<file path="config.mk">
export PLATFORM = sky130hd
export DESIGN_NAME = dsss_prn_despreader_byte_packer
export DESIGN_NICKNAME = d
export VERILOG_FILES = /design/src/sv/dsssdesp_pkg.sv /design/src/sv/dsss_prn_despreader_byte_packer.sv /design/src/sv/dsssdesp_corr.sv /design/src/sv/dsssdesp_pack.sv
export VERILOG_INCLUDE_DIRS = /design/src /design/src/sv
export SDC_FILE = /design/constraint.sdc
export NUM_CORES = 1
export LEC_CHECK = 0
export ABC_AREA = 1
export ABC_CLOCK_PERIOD_IN_PS = 6000
export BUFFER_PORTS_ARGS = -buffer_cell sky130_fd_sc_hd__buf_2
export CAP_MARGIN = 10
export CORE_UTILIZATION = 55
export CTS_CLUSTER_DIAMETER = 30
export DETAILED_ROUTE_END_ITERATION = 8
export PLACE_DENSITY = 0.73
export SLEW_MARGIN = 20
export SYNTH_ARGS = -nofsm -noshare
export SYNTH_HDL_FRONTEND = slang
export SYNTH_SLANG_ARGS = --single-unit
</file>
<file path="constraint.sdc">
create_clock -name clk -period 6 [get_ports clk]
set_input_delay 1.2 -clock clk [delete_from_list [all_inputs] [get_ports clk]]
set_output_delay 1.2 -clock clk [all_outputs]
set_load 0.05 [all_outputs]
</file>
<file path="src/sv/dsss_prn_despreader_byte_packer_defines.svh">
// assertion macros for the despreader top file
`ifndef DSSS_PRN_DESPREADER_BYTE_PACKER_DEFINES_SVH
`define DSSS_PRN_DESPREADER_BYTE_PACKER_DEFINES_SVH

// same-cycle implication, disabled while in reset
`define DSSSDESP_ASSERT_NOW(lbl, ante, cons) \
    lbl: assert property (@(posedge clk) disable iff (!rst_n) (ante) |-> (cons)) \
        else $error("dsssdesp same-cycle check failed");

// next-cycle implication, disabled while in reset
`define DSSSDESP_ASSERT_NEXT(lbl, ante, cons) \
    lbl: assert property (@(posedge clk) disable iff (!rst_n) (ante) |=> (cons)) \
        else $error("dsssdesp next-cycle check failed");

`endif

</file>
<file path="src/sv/dsssdesp_pkg.sv">
package dsssdesp_pkg;

    localparam int DATA_CHIPS  = 512;
    localparam int POS_W       = 10;
    localparam int CNT_W       = 10;
    localparam int THR_W       = 10;
    localparam int JUNK_W      = 8;
    localparam int CHIP_W      = 8;
    localparam int BYTE_W      = 8;
    localparam int BITCNT_W    = 3;
    localparam int CFG_INDEX_W = 2;
    localparam int CFG_DATA_W  = 10;
    localparam int ROM_IDX_W   = 9;

    localparam logic [THR_W-1:0]  THRESHOLD_RESET = 10'd409;
    localparam logic [JUNK_W-1:0] JUNK_RESET      = 8'd96;

    // register indexes on the configuration port
    localparam logic [CFG_INDEX_W-1:0] REG_THRESHOLD = 2'd0;
    localparam logic [CFG_INDEX_W-1:0] REG_JUNK      = 2'd1;

    // code bit 0 sits in bit 31 of word 0
    localparam logic [31:0] CODE0_ROM [16] = '{
        32'h015ED461, 32'h0BF3315C, 32'h66925B2A, 32'hE0A300E1,
        32'hBB9F31CF, 32'hF7C0B275, 32'hAAA7A512, 32'h0F5B023D,
        32'h4E608E17, 32'h34856145, 32'h06A2362F, 32'hA91FEBFD,
        32'h9D481918, 32'hAF369300, 32'h1085281D, 32'h5CAF64DA
    };

    localparam logic [31:0] CODE1_ROM [16] = '{
        32'hFD3E77D5, 32'hFA7CEFAA, 32'hF4F9DF54, 32'hE9F3BEA9,
        32'hD3E77D52, 32'hA7CEFAA4, 32'h4F9DF549, 32'h9F3BEA92,
        32'h3E77D525, 32'h7CEFAA4B, 32'hF9DF5497, 32'hF3BEA92F,
        32'hE77D525E, 32'hCEFAA4BD, 32'h9DF5497B, 32'h3BEA92F7
    };

    typedef struct packed {
        logic first;     // item restarts the bit period and the packer
        logic bit_done;  // item was the last data chip of a bit
        logic bit_val;   // decided bit, meaningful with bit_done
    } corr_evt_t;

    function automatic logic code0_bit(input logic [ROM_IDX_W-1:0] pos);
        logic [31:0] word;
        word = CODE0_ROM[pos[8:5]];
        return word[~pos[4:0]];
    endfunction

    function automatic logic code1_bit(input logic [ROM_IDX_W-1:0] pos);
        logic [31:0] word;
        word = CODE1_ROM[pos[8:5]];
        return word[~pos[4:0]];
    endfunction

endpackage

</file>
<file path="src/sv/dsss_prn_despreader_byte_packer.sv">
// channel   | direction | handshake             | payload
// ----------+-----------+-----------------------+------------------------------
// input     | in        | in_valid / in_ready   | chip[7:0], first_chip
// output    | out       | out_valid / out_ready | data_byte[7:0]
// config    | in        | cfg_valid / cfg_ready | cfg_index[1:0], cfg_data[9:0]
//
// one chip per cycle while not stalled; a chip is held in the input register
// and is processed from there at the edge that also loads a finished byte for output
// reset clears position, match counts, packer and both valid flags; threshold
// returns to 409 and junk count to 96
// an unread byte stalls the input only when the buffered chip would finish the
// next byte; every other chip keeps flowing at full rate
`include "dsss_prn_despreader_byte_packer_defines.svh"

module dsss_prn_despreader_byte_packer (
    input  logic                                  clk,
    input  logic                                  rst_n,
    input  logic                                  in_valid,
    output logic                                  in_ready,
    input  logic [dsssdesp_pkg::CHIP_W-1:0]       chip,
    input  logic                                  first_chip,
    output logic                                  out_valid,
    input  logic                                  out_ready,
    output logic [dsssdesp_pkg::BYTE_W-1:0]       data_byte,
    input  logic                                  cfg_valid,
    output logic                                  cfg_ready,
    input  logic [dsssdesp_pkg::CFG_INDEX_W-1:0]  cfg_index,
    input  logic [dsssdesp_pkg::CFG_DATA_W-1:0]   cfg_data
);
    import dsssdesp_pkg::*;

    // configuration registers
    logic [THR_W-1:0]  threshold_reg;
    logic [JUNK_W-1:0] junk_reg;

    // input register
    logic              in_valid_reg;
    logic [CHIP_W-1:0] chip_reg;
    logic              first_reg;

    logic      advance;
    logic      byte_due;
    corr_evt_t evt;

    // writes are always taken
    assign cfg_ready = 1'b1;

    always_ff @(posedge clk or negedge rst_n)
    begin
        if (!rst_n)
        begin
            threshold_reg <= THRESHOLD_RESET;
            junk_reg      <= JUNK_RESET;
        end
        else if (cfg_valid && cfg_ready)
        begin
            unique case (cfg_index)
                REG_THRESHOLD: threshold_reg <= cfg_data[THR_W-1:0];
                REG_JUNK:      junk_reg      <= cfg_data[JUNK_W-1:0];
                default:       ;
            endcase
        end
    end

    // the buffered chip moves on unless it would finish a byte while the
    // previous byte is still unread
    assign advance  = in_valid_reg && (!byte_due || !out_valid || out_ready);
    assign in_ready = !in_valid_reg || advance;

    always_ff @(posedge clk or negedge rst_n)
    begin
        if (!rst_n)
        begin
            in_valid_reg <= 1'b0;
        end
        else if (in_ready)
        begin
            in_valid_reg <= in_valid;
        end
    end

    always_ff @(posedge clk)
    begin
        if (in_valid && in_ready)
        begin
            chip_reg  <= chip;
            first_reg <= first_chip;
        end
    end

    // per-chip compare, count and bit decision
    dsssdesp_corr u_corr (
        .clk        (clk),
        .rst_n      (rst_n),
        .step       (advance),
        .chip       (chip_reg),
        .first_chip (first_reg),
        .threshold  (threshold_reg),
        .junk       (junk_reg),
        .evt        (evt)
    );

    // msb-first bit packing and byte output register
    dsssdesp_pack u_pack (
        .clk       (clk),
        .rst_n     (rst_n),
        .step      (advance),
        .evt       (evt),
        .out_ready (out_ready),
        .byte_due  (byte_due),
        .out_valid (out_valid),
        .data_byte (data_byte)
    );

    // an accepted chip is held in the input register next cycle
    `DSSSDESP_ASSERT_NEXT(a_in_captured, in_valid && in_ready, in_valid_reg)
    // a buffered chip that is not processed stays buffered
    `DSSSDESP_ASSERT_NEXT(a_in_held, in_valid_reg && !advance, in_valid_reg)
    // no processing while an unread byte would be overwritten
    `DSSSDESP_ASSERT_NOW(a_no_overwrite, out_valid && !out_ready && byte_due, !advance)

endmodule

</file>
<file path="src/sv/dsssdesp_corr.sv">
module dsssdesp_corr (
    input  logic                           clk,
    input  logic                           rst_n,
    input  logic                           step,
    input  logic [dsssdesp_pkg::CHIP_W-1:0] chip,
    input  logic                           first_chip,
    input  logic [dsssdesp_pkg::THR_W-1:0]  threshold,
    input  logic [dsssdesp_pkg::JUNK_W-1:0] junk,
    output dsssdesp_pkg::corr_evt_t        evt
);
    import dsssdesp_pkg::*;

    logic [POS_W-1:0] pos_reg, pos_next, pos_eff;
    logic [CNT_W-1:0] c0_reg, c0_next, c0_base, c0_inc;
    logic [CNT_W-1:0] c1_reg, c1_next, c1_base, c1_inc;
    logic [POS_W:0]   pos_inc, period;
    logic             in_data, last, m0, m1, bit_val;

    always_comb
    begin
        pos_eff = first_chip ? '0 : pos_reg;
        c0_base = first_chip ? '0 : c0_reg;
        c1_base = first_chip ? '0 : c1_reg;

        in_data = pos_eff < POS_W'(DATA_CHIPS);
        last    = pos_eff == POS_W'(DATA_CHIPS - 1);

        m0 = chip == {{(CHIP_W-1){1'b0}}, code0_bit(pos_eff[ROM_IDX_W-1:0])};
        m1 = chip == {{(CHIP_W-1){1'b0}}, code1_bit(pos_eff[ROM_IDX_W-1:0])};

        c0_inc = c0_base + CNT_W'(m0);
        c1_inc = c1_base + CNT_W'(m1);

        // code 0 wins ties; neither above threshold decides 0
        if (c0_inc > threshold)
        begin
            bit_val = 1'b0;
        end
        else
        begin
            bit_val = c1_inc > threshold;
        end

        if (last)
        begin
            c0_next = '0;
            c1_next = '0;
        end
        else if (in_data)
        begin
            c0_next = c0_inc;
            c1_next = c1_inc;
        end
        else
        begin
            c0_next = c0_base;
            c1_next = c1_base;
        end

        pos_inc  = {1'b0, pos_eff} + (POS_W+1)'(1);
        period   = (POS_W+1)'(DATA_CHIPS) + (POS_W+1)'(junk);
        pos_next = (pos_inc >= period) ? '0 : pos_inc[POS_W-1:0];

        evt.first    = first_chip;
        evt.bit_done = last;
        evt.bit_val  = bit_val;
    end

    always_ff @(posedge clk or negedge rst_n)
    begin
        if (!rst_n)
        begin
            pos_reg <= '0;
            c0_reg  <= '0;
            c1_reg  <= '0;
        end
        else if (step)
        begin
            pos_reg <= pos_next;
            c0_reg  <= c0_next;
            c1_reg  <= c1_next;
        end
    end

endmodule

</file>
<file path="src/sv/dsssdesp_pack.sv">
module dsssdesp_pack (
    input  logic                            clk,
    input  logic                            rst_n,
    input  logic                            step,
    input  dsssdesp_pkg::corr_evt_t         evt,
    input  logic                            out_ready,
    output logic                            byte_due,
    output logic                            out_valid,
    output logic [dsssdesp_pkg::BYTE_W-1:0] data_byte
);
    import dsssdesp_pkg::*;

    logic [BYTE_W-1:0]   sh_reg, sh_next, sh_eff, shifted;
    logic [BITCNT_W-1:0] cnt_reg, cnt_next, cnt_eff;
    logic [BYTE_W-1:0]   byte_reg;
    logic                valid_reg, valid_next, emit;

    always_comb
    begin
        sh_eff   = evt.first ? '0 : sh_reg;
        cnt_eff  = evt.first ? '0 : cnt_reg;
        shifted  = {sh_eff[BYTE_W-2:0], evt.bit_val};
        // current chip would complete a byte
        byte_due = evt.bit_done && (cnt_eff == {BITCNT_W{1'b1}});
        emit     = step && byte_due;
        sh_next  = sh_reg;
        cnt_next = cnt_reg;
        if (step)
        begin
            if (evt.bit_done)
            begin
                sh_next  = emit ? '0 : shifted;
                cnt_next = cnt_eff + BITCNT_W'(1);
            end
            else
            begin
                sh_next  = sh_eff;
                cnt_next = cnt_eff;
            end
        end
        valid_next = emit || (valid_reg && !out_ready);
    end

    always_ff @(posedge clk or negedge rst_n)
    begin
        if (!rst_n)
        begin
            sh_reg    <= '0;
            cnt_reg   <= '0;
            valid_reg <= 1'b0;
        end
        else
        begin
            sh_reg    <= sh_next;
            cnt_reg   <= cnt_next;
            valid_reg <= valid_next;
        end
    end

    always_ff @(posedge clk)
    begin
        if (emit)
        begin
            byte_reg <= shifted;
        end
    end

    assign out_valid = valid_reg;
    assign data_byte = byte_reg;

endmodule
</file>
==> run metrics <==
status=finished clean; clock transition at the registers of the reported paths=0.06 ns; r2r setup slk=0.57 ns; I/O Pins=37; Critical Path End Type=flip-flop; sw power=401 uW; endpoints failing setup=0; metal2 WL=8.04 mm; Worst-Skew Late Latency=0.35 ns; Detailed Route Iter0 Violations=637; share of cells above drive strength 1=9.66%; Comb pwr share=17.6%; DIE HEIGHT=110 um; peak supply drop=0.240 mV; Top FF cell, synth=dfrtp_1; Crit path depth=32; top layer in use=met4; CP required=6.27 ns; Worst-Margin Slew=0.791 ns; final instance area=6910 sq um; WL met1=8.16 mm; CTS Buf Count=9; Pins Over Slew Limit=0; crit path launch=first_reg; total track usage=33.4%; setup_tns=0 ns; Crit Path Max Fanout=8; Hold Path Depth=2; hold_buf cts=0; Critical Path Most Common Cell=nand2_1; global route overflow=0; Routed WL=18.5 mm; wire length on met3=1.83 mm; Final Net Count=1,018; final setup margin=0.574 ns; WHS=0.483 ns; reg2reg end=u_pack.sh_reg[0]; count leader, synth=nand2_1; final-report hold violation count=0; DRC viols=0; Syn Nets=1,002; routed via count=6,294; post-cts resize count=0; CP top delay family=simple AND/OR/NAND/NOR gates; HP Start=junk_reg[7]; number of diodes=0; first-pass GRT wire length=30.2 mm; critical path arrival=5.69 ns; Slowest cell on crit path=edfxtp_1; flop and latch count out of synthesis=77; max frequency=184 MHz; row count=38; CTS tree=yes; pwr dens=205 nW/um^2; post-route minimum period=5.43 ns; length of the first detailed-routing pass in iterations=8; WL/cell=16.9 um; Critical Path Max Stage Delay=0.62 ns; Port Buffers=35; RSZ-0062 raised after global routing=no; Cell Int Power=1.01 mW; final RePlAce weighted congestion=1.00; Final ANT Viol Nets=0; warnings from Yosys=0; Layout Skew=0.00840 ns; HP Class=reg2reg; Fill cells=1,037; R2R depth=32; Leak=3.50 nW; die area=12,000 sq um; H-tree Lvls=3; Worst Hold Endpoint=junk_reg[7]; commonest cells in the netlist=nand2_1 (245), nand3_1 (137), inv_1 (113), nor2_1 (63), dfrtp_1 (53); crit path kind=reg2reg; Root Driver=clkbuf_16; Setup WS pre-CTS=0.768 ns; sequential share of power=42.1%; Bufs on Longest Clock Path=2; Starting Density=57.6%; initial antenna violation count=0; Area Growth Syn to Fin=8.27%; vias per inst=5.76; Slew HR=47.2%; Startpoint Class=flip-flop; TritonCTS sink count=77; Setup Buffers After CTS=0; FFs w/ async S/R, synth=77.9%; Die Wd=110 um; maxcap violations=0; Period Utilization, post-route=90.4%; Syn Std Cell Area=6380 sq um; Post-synth EDFFs=17; sw frac=28.4%; Avg Cell Area, Syn=6.86 sq um; Core Area=11,100 sq um; top cell type's share of synthesized area=20.8%; r2r startpoint=first_reg; Seq/Total Area, Yosys=31.7%; Yosys top cell by area=dfrtp_1; Cells after Synth=931; DP Area=6600 sq um; Worst Path Buf+Inv=3; synth unique cells=46; pin count of the biggest net entering global routing=61; Synth area leaders=dfrtp_1 (21%), nand2_1 (14%), nand3_1 (11%); vias in the first global route=5,915; clock share of power=40.2%; DP HPWL=13.3 mm
metal layers:
metal	track usage, %	up-vias
met5	0	-
met4	12.2	0
met3	7.94	37
met2	50.4	321
met1	46.4	2839
li1	-	3097
power groups by stage:
| stage | Combinational [mW] | Sequential [mW] | Clock (mW) |
|---|---|---|---|
| 3_5_place_dp | 0.244 | 0.604 | 0 |
| 3_3_place_gp | 0.244 | 0.603 | 0 |
| 6_report | 0.249 | 0.596 | 0.568 |
| 4_1_cts | 0.246 | 0.595 | 0.578 |
| 5_1_grt | 0.285 | 0.600 | 0.598 |
| 2_1_floorplan | 0.182 | 0.597 | 0 |
kinds of logic after synthesis:
| family | count (synthesis) | synth area share, % |
|---|---|---|
| AO/OA/AOI/OAI | 144 | 12.4 |
| XOR/XNOR | 20 | 2.74 |
| adder cells (fa/ha/maj) | 45 | 8.82 |
| buffers and inverters | 159 | 10.8 |
| flip-flops | 77 | 31.7 |
| other | 1 | 0.0588 |
| AND/OR/NAND/NOR | 485 | 33.5 |
per-stage QoR:
step	utilization [%]	std cells	power [mW]
after detailed placement	59.6	1076	0.849
after CTS	62.4	1092	1.42
after global routing	62.4	1092	1.48
after floorplan	-	931	0.779
after global placement	59.6	1076	0.847
final	62.4	1092	1.41
cell usage in the layout (no fill, tap or decap), types with 5 or more instances in the layout:
master / synthesis / final
a21oi_1: 47 / 47
buf_2: 17 / 35
buf_4: 7 / 10
clkbuf_16: 0 / 9
dfrtp_1: 53 / 53
dfstp_2: 7 / 7
edfxtp_1: 17 / 17
ha_1: 45 / 45
inv_1: 113 / 113
nand2_1: 245 / 245
nand3_1: 137 / 137
nand4_1: 13 / 13
nor2_1: 63 / 63
nor2_2: 8 / 8
o211ai_1: 6 / 6
o21ai_0: 46 / 46
o21ai_1: 20 / 20
o22ai_1: 10 / 10
xnor2_1: 5 / 5
xor2_1: 15 / 15
worst max path at each step:
stage / slack, ns / to
detailed placement: 0.77 / u_pack.sh_reg[0]
CTS: 0.68 / u_pack.sh_reg[0]
global route: 0.03 / u_pack.sh_reg[0]
finish: 0.57 / u_pack.sh_reg[0]
floorplan: 1.60 / u_pack.sh_reg[0]
global placement: 0.84 / u_pack.sh_reg[0]
worst register-to-register path, delay by kind of cell, from the launching register on:
family	cells	cell delay (ns)
AND/OR/NAND/NOR	20	2.60
adder cells (fa/ha/maj)	3	0.82
AO/OA/AOI/OAI	5	0.67
XOR/XNOR	1	0.16
flip-flops	1	0.62
buffers and inverters	3	0.49
cell type report:
type / count / area [sq um] / area share (%)
well taps: 140 / 175 / 2.53
clock buffers: 13 / 270 / 3.91
clock inverters: 3 / 42.5 / 0.616
multi-input cells: 695 / 3670 / 53.1
inverters: 117 / 442 / 6.39
repair buffers: 47 / 290 / 4.20
flip-flops and latches: 77 / 2020 / 29.2
No activity file was read; power rests on OpenSTA's default activity.
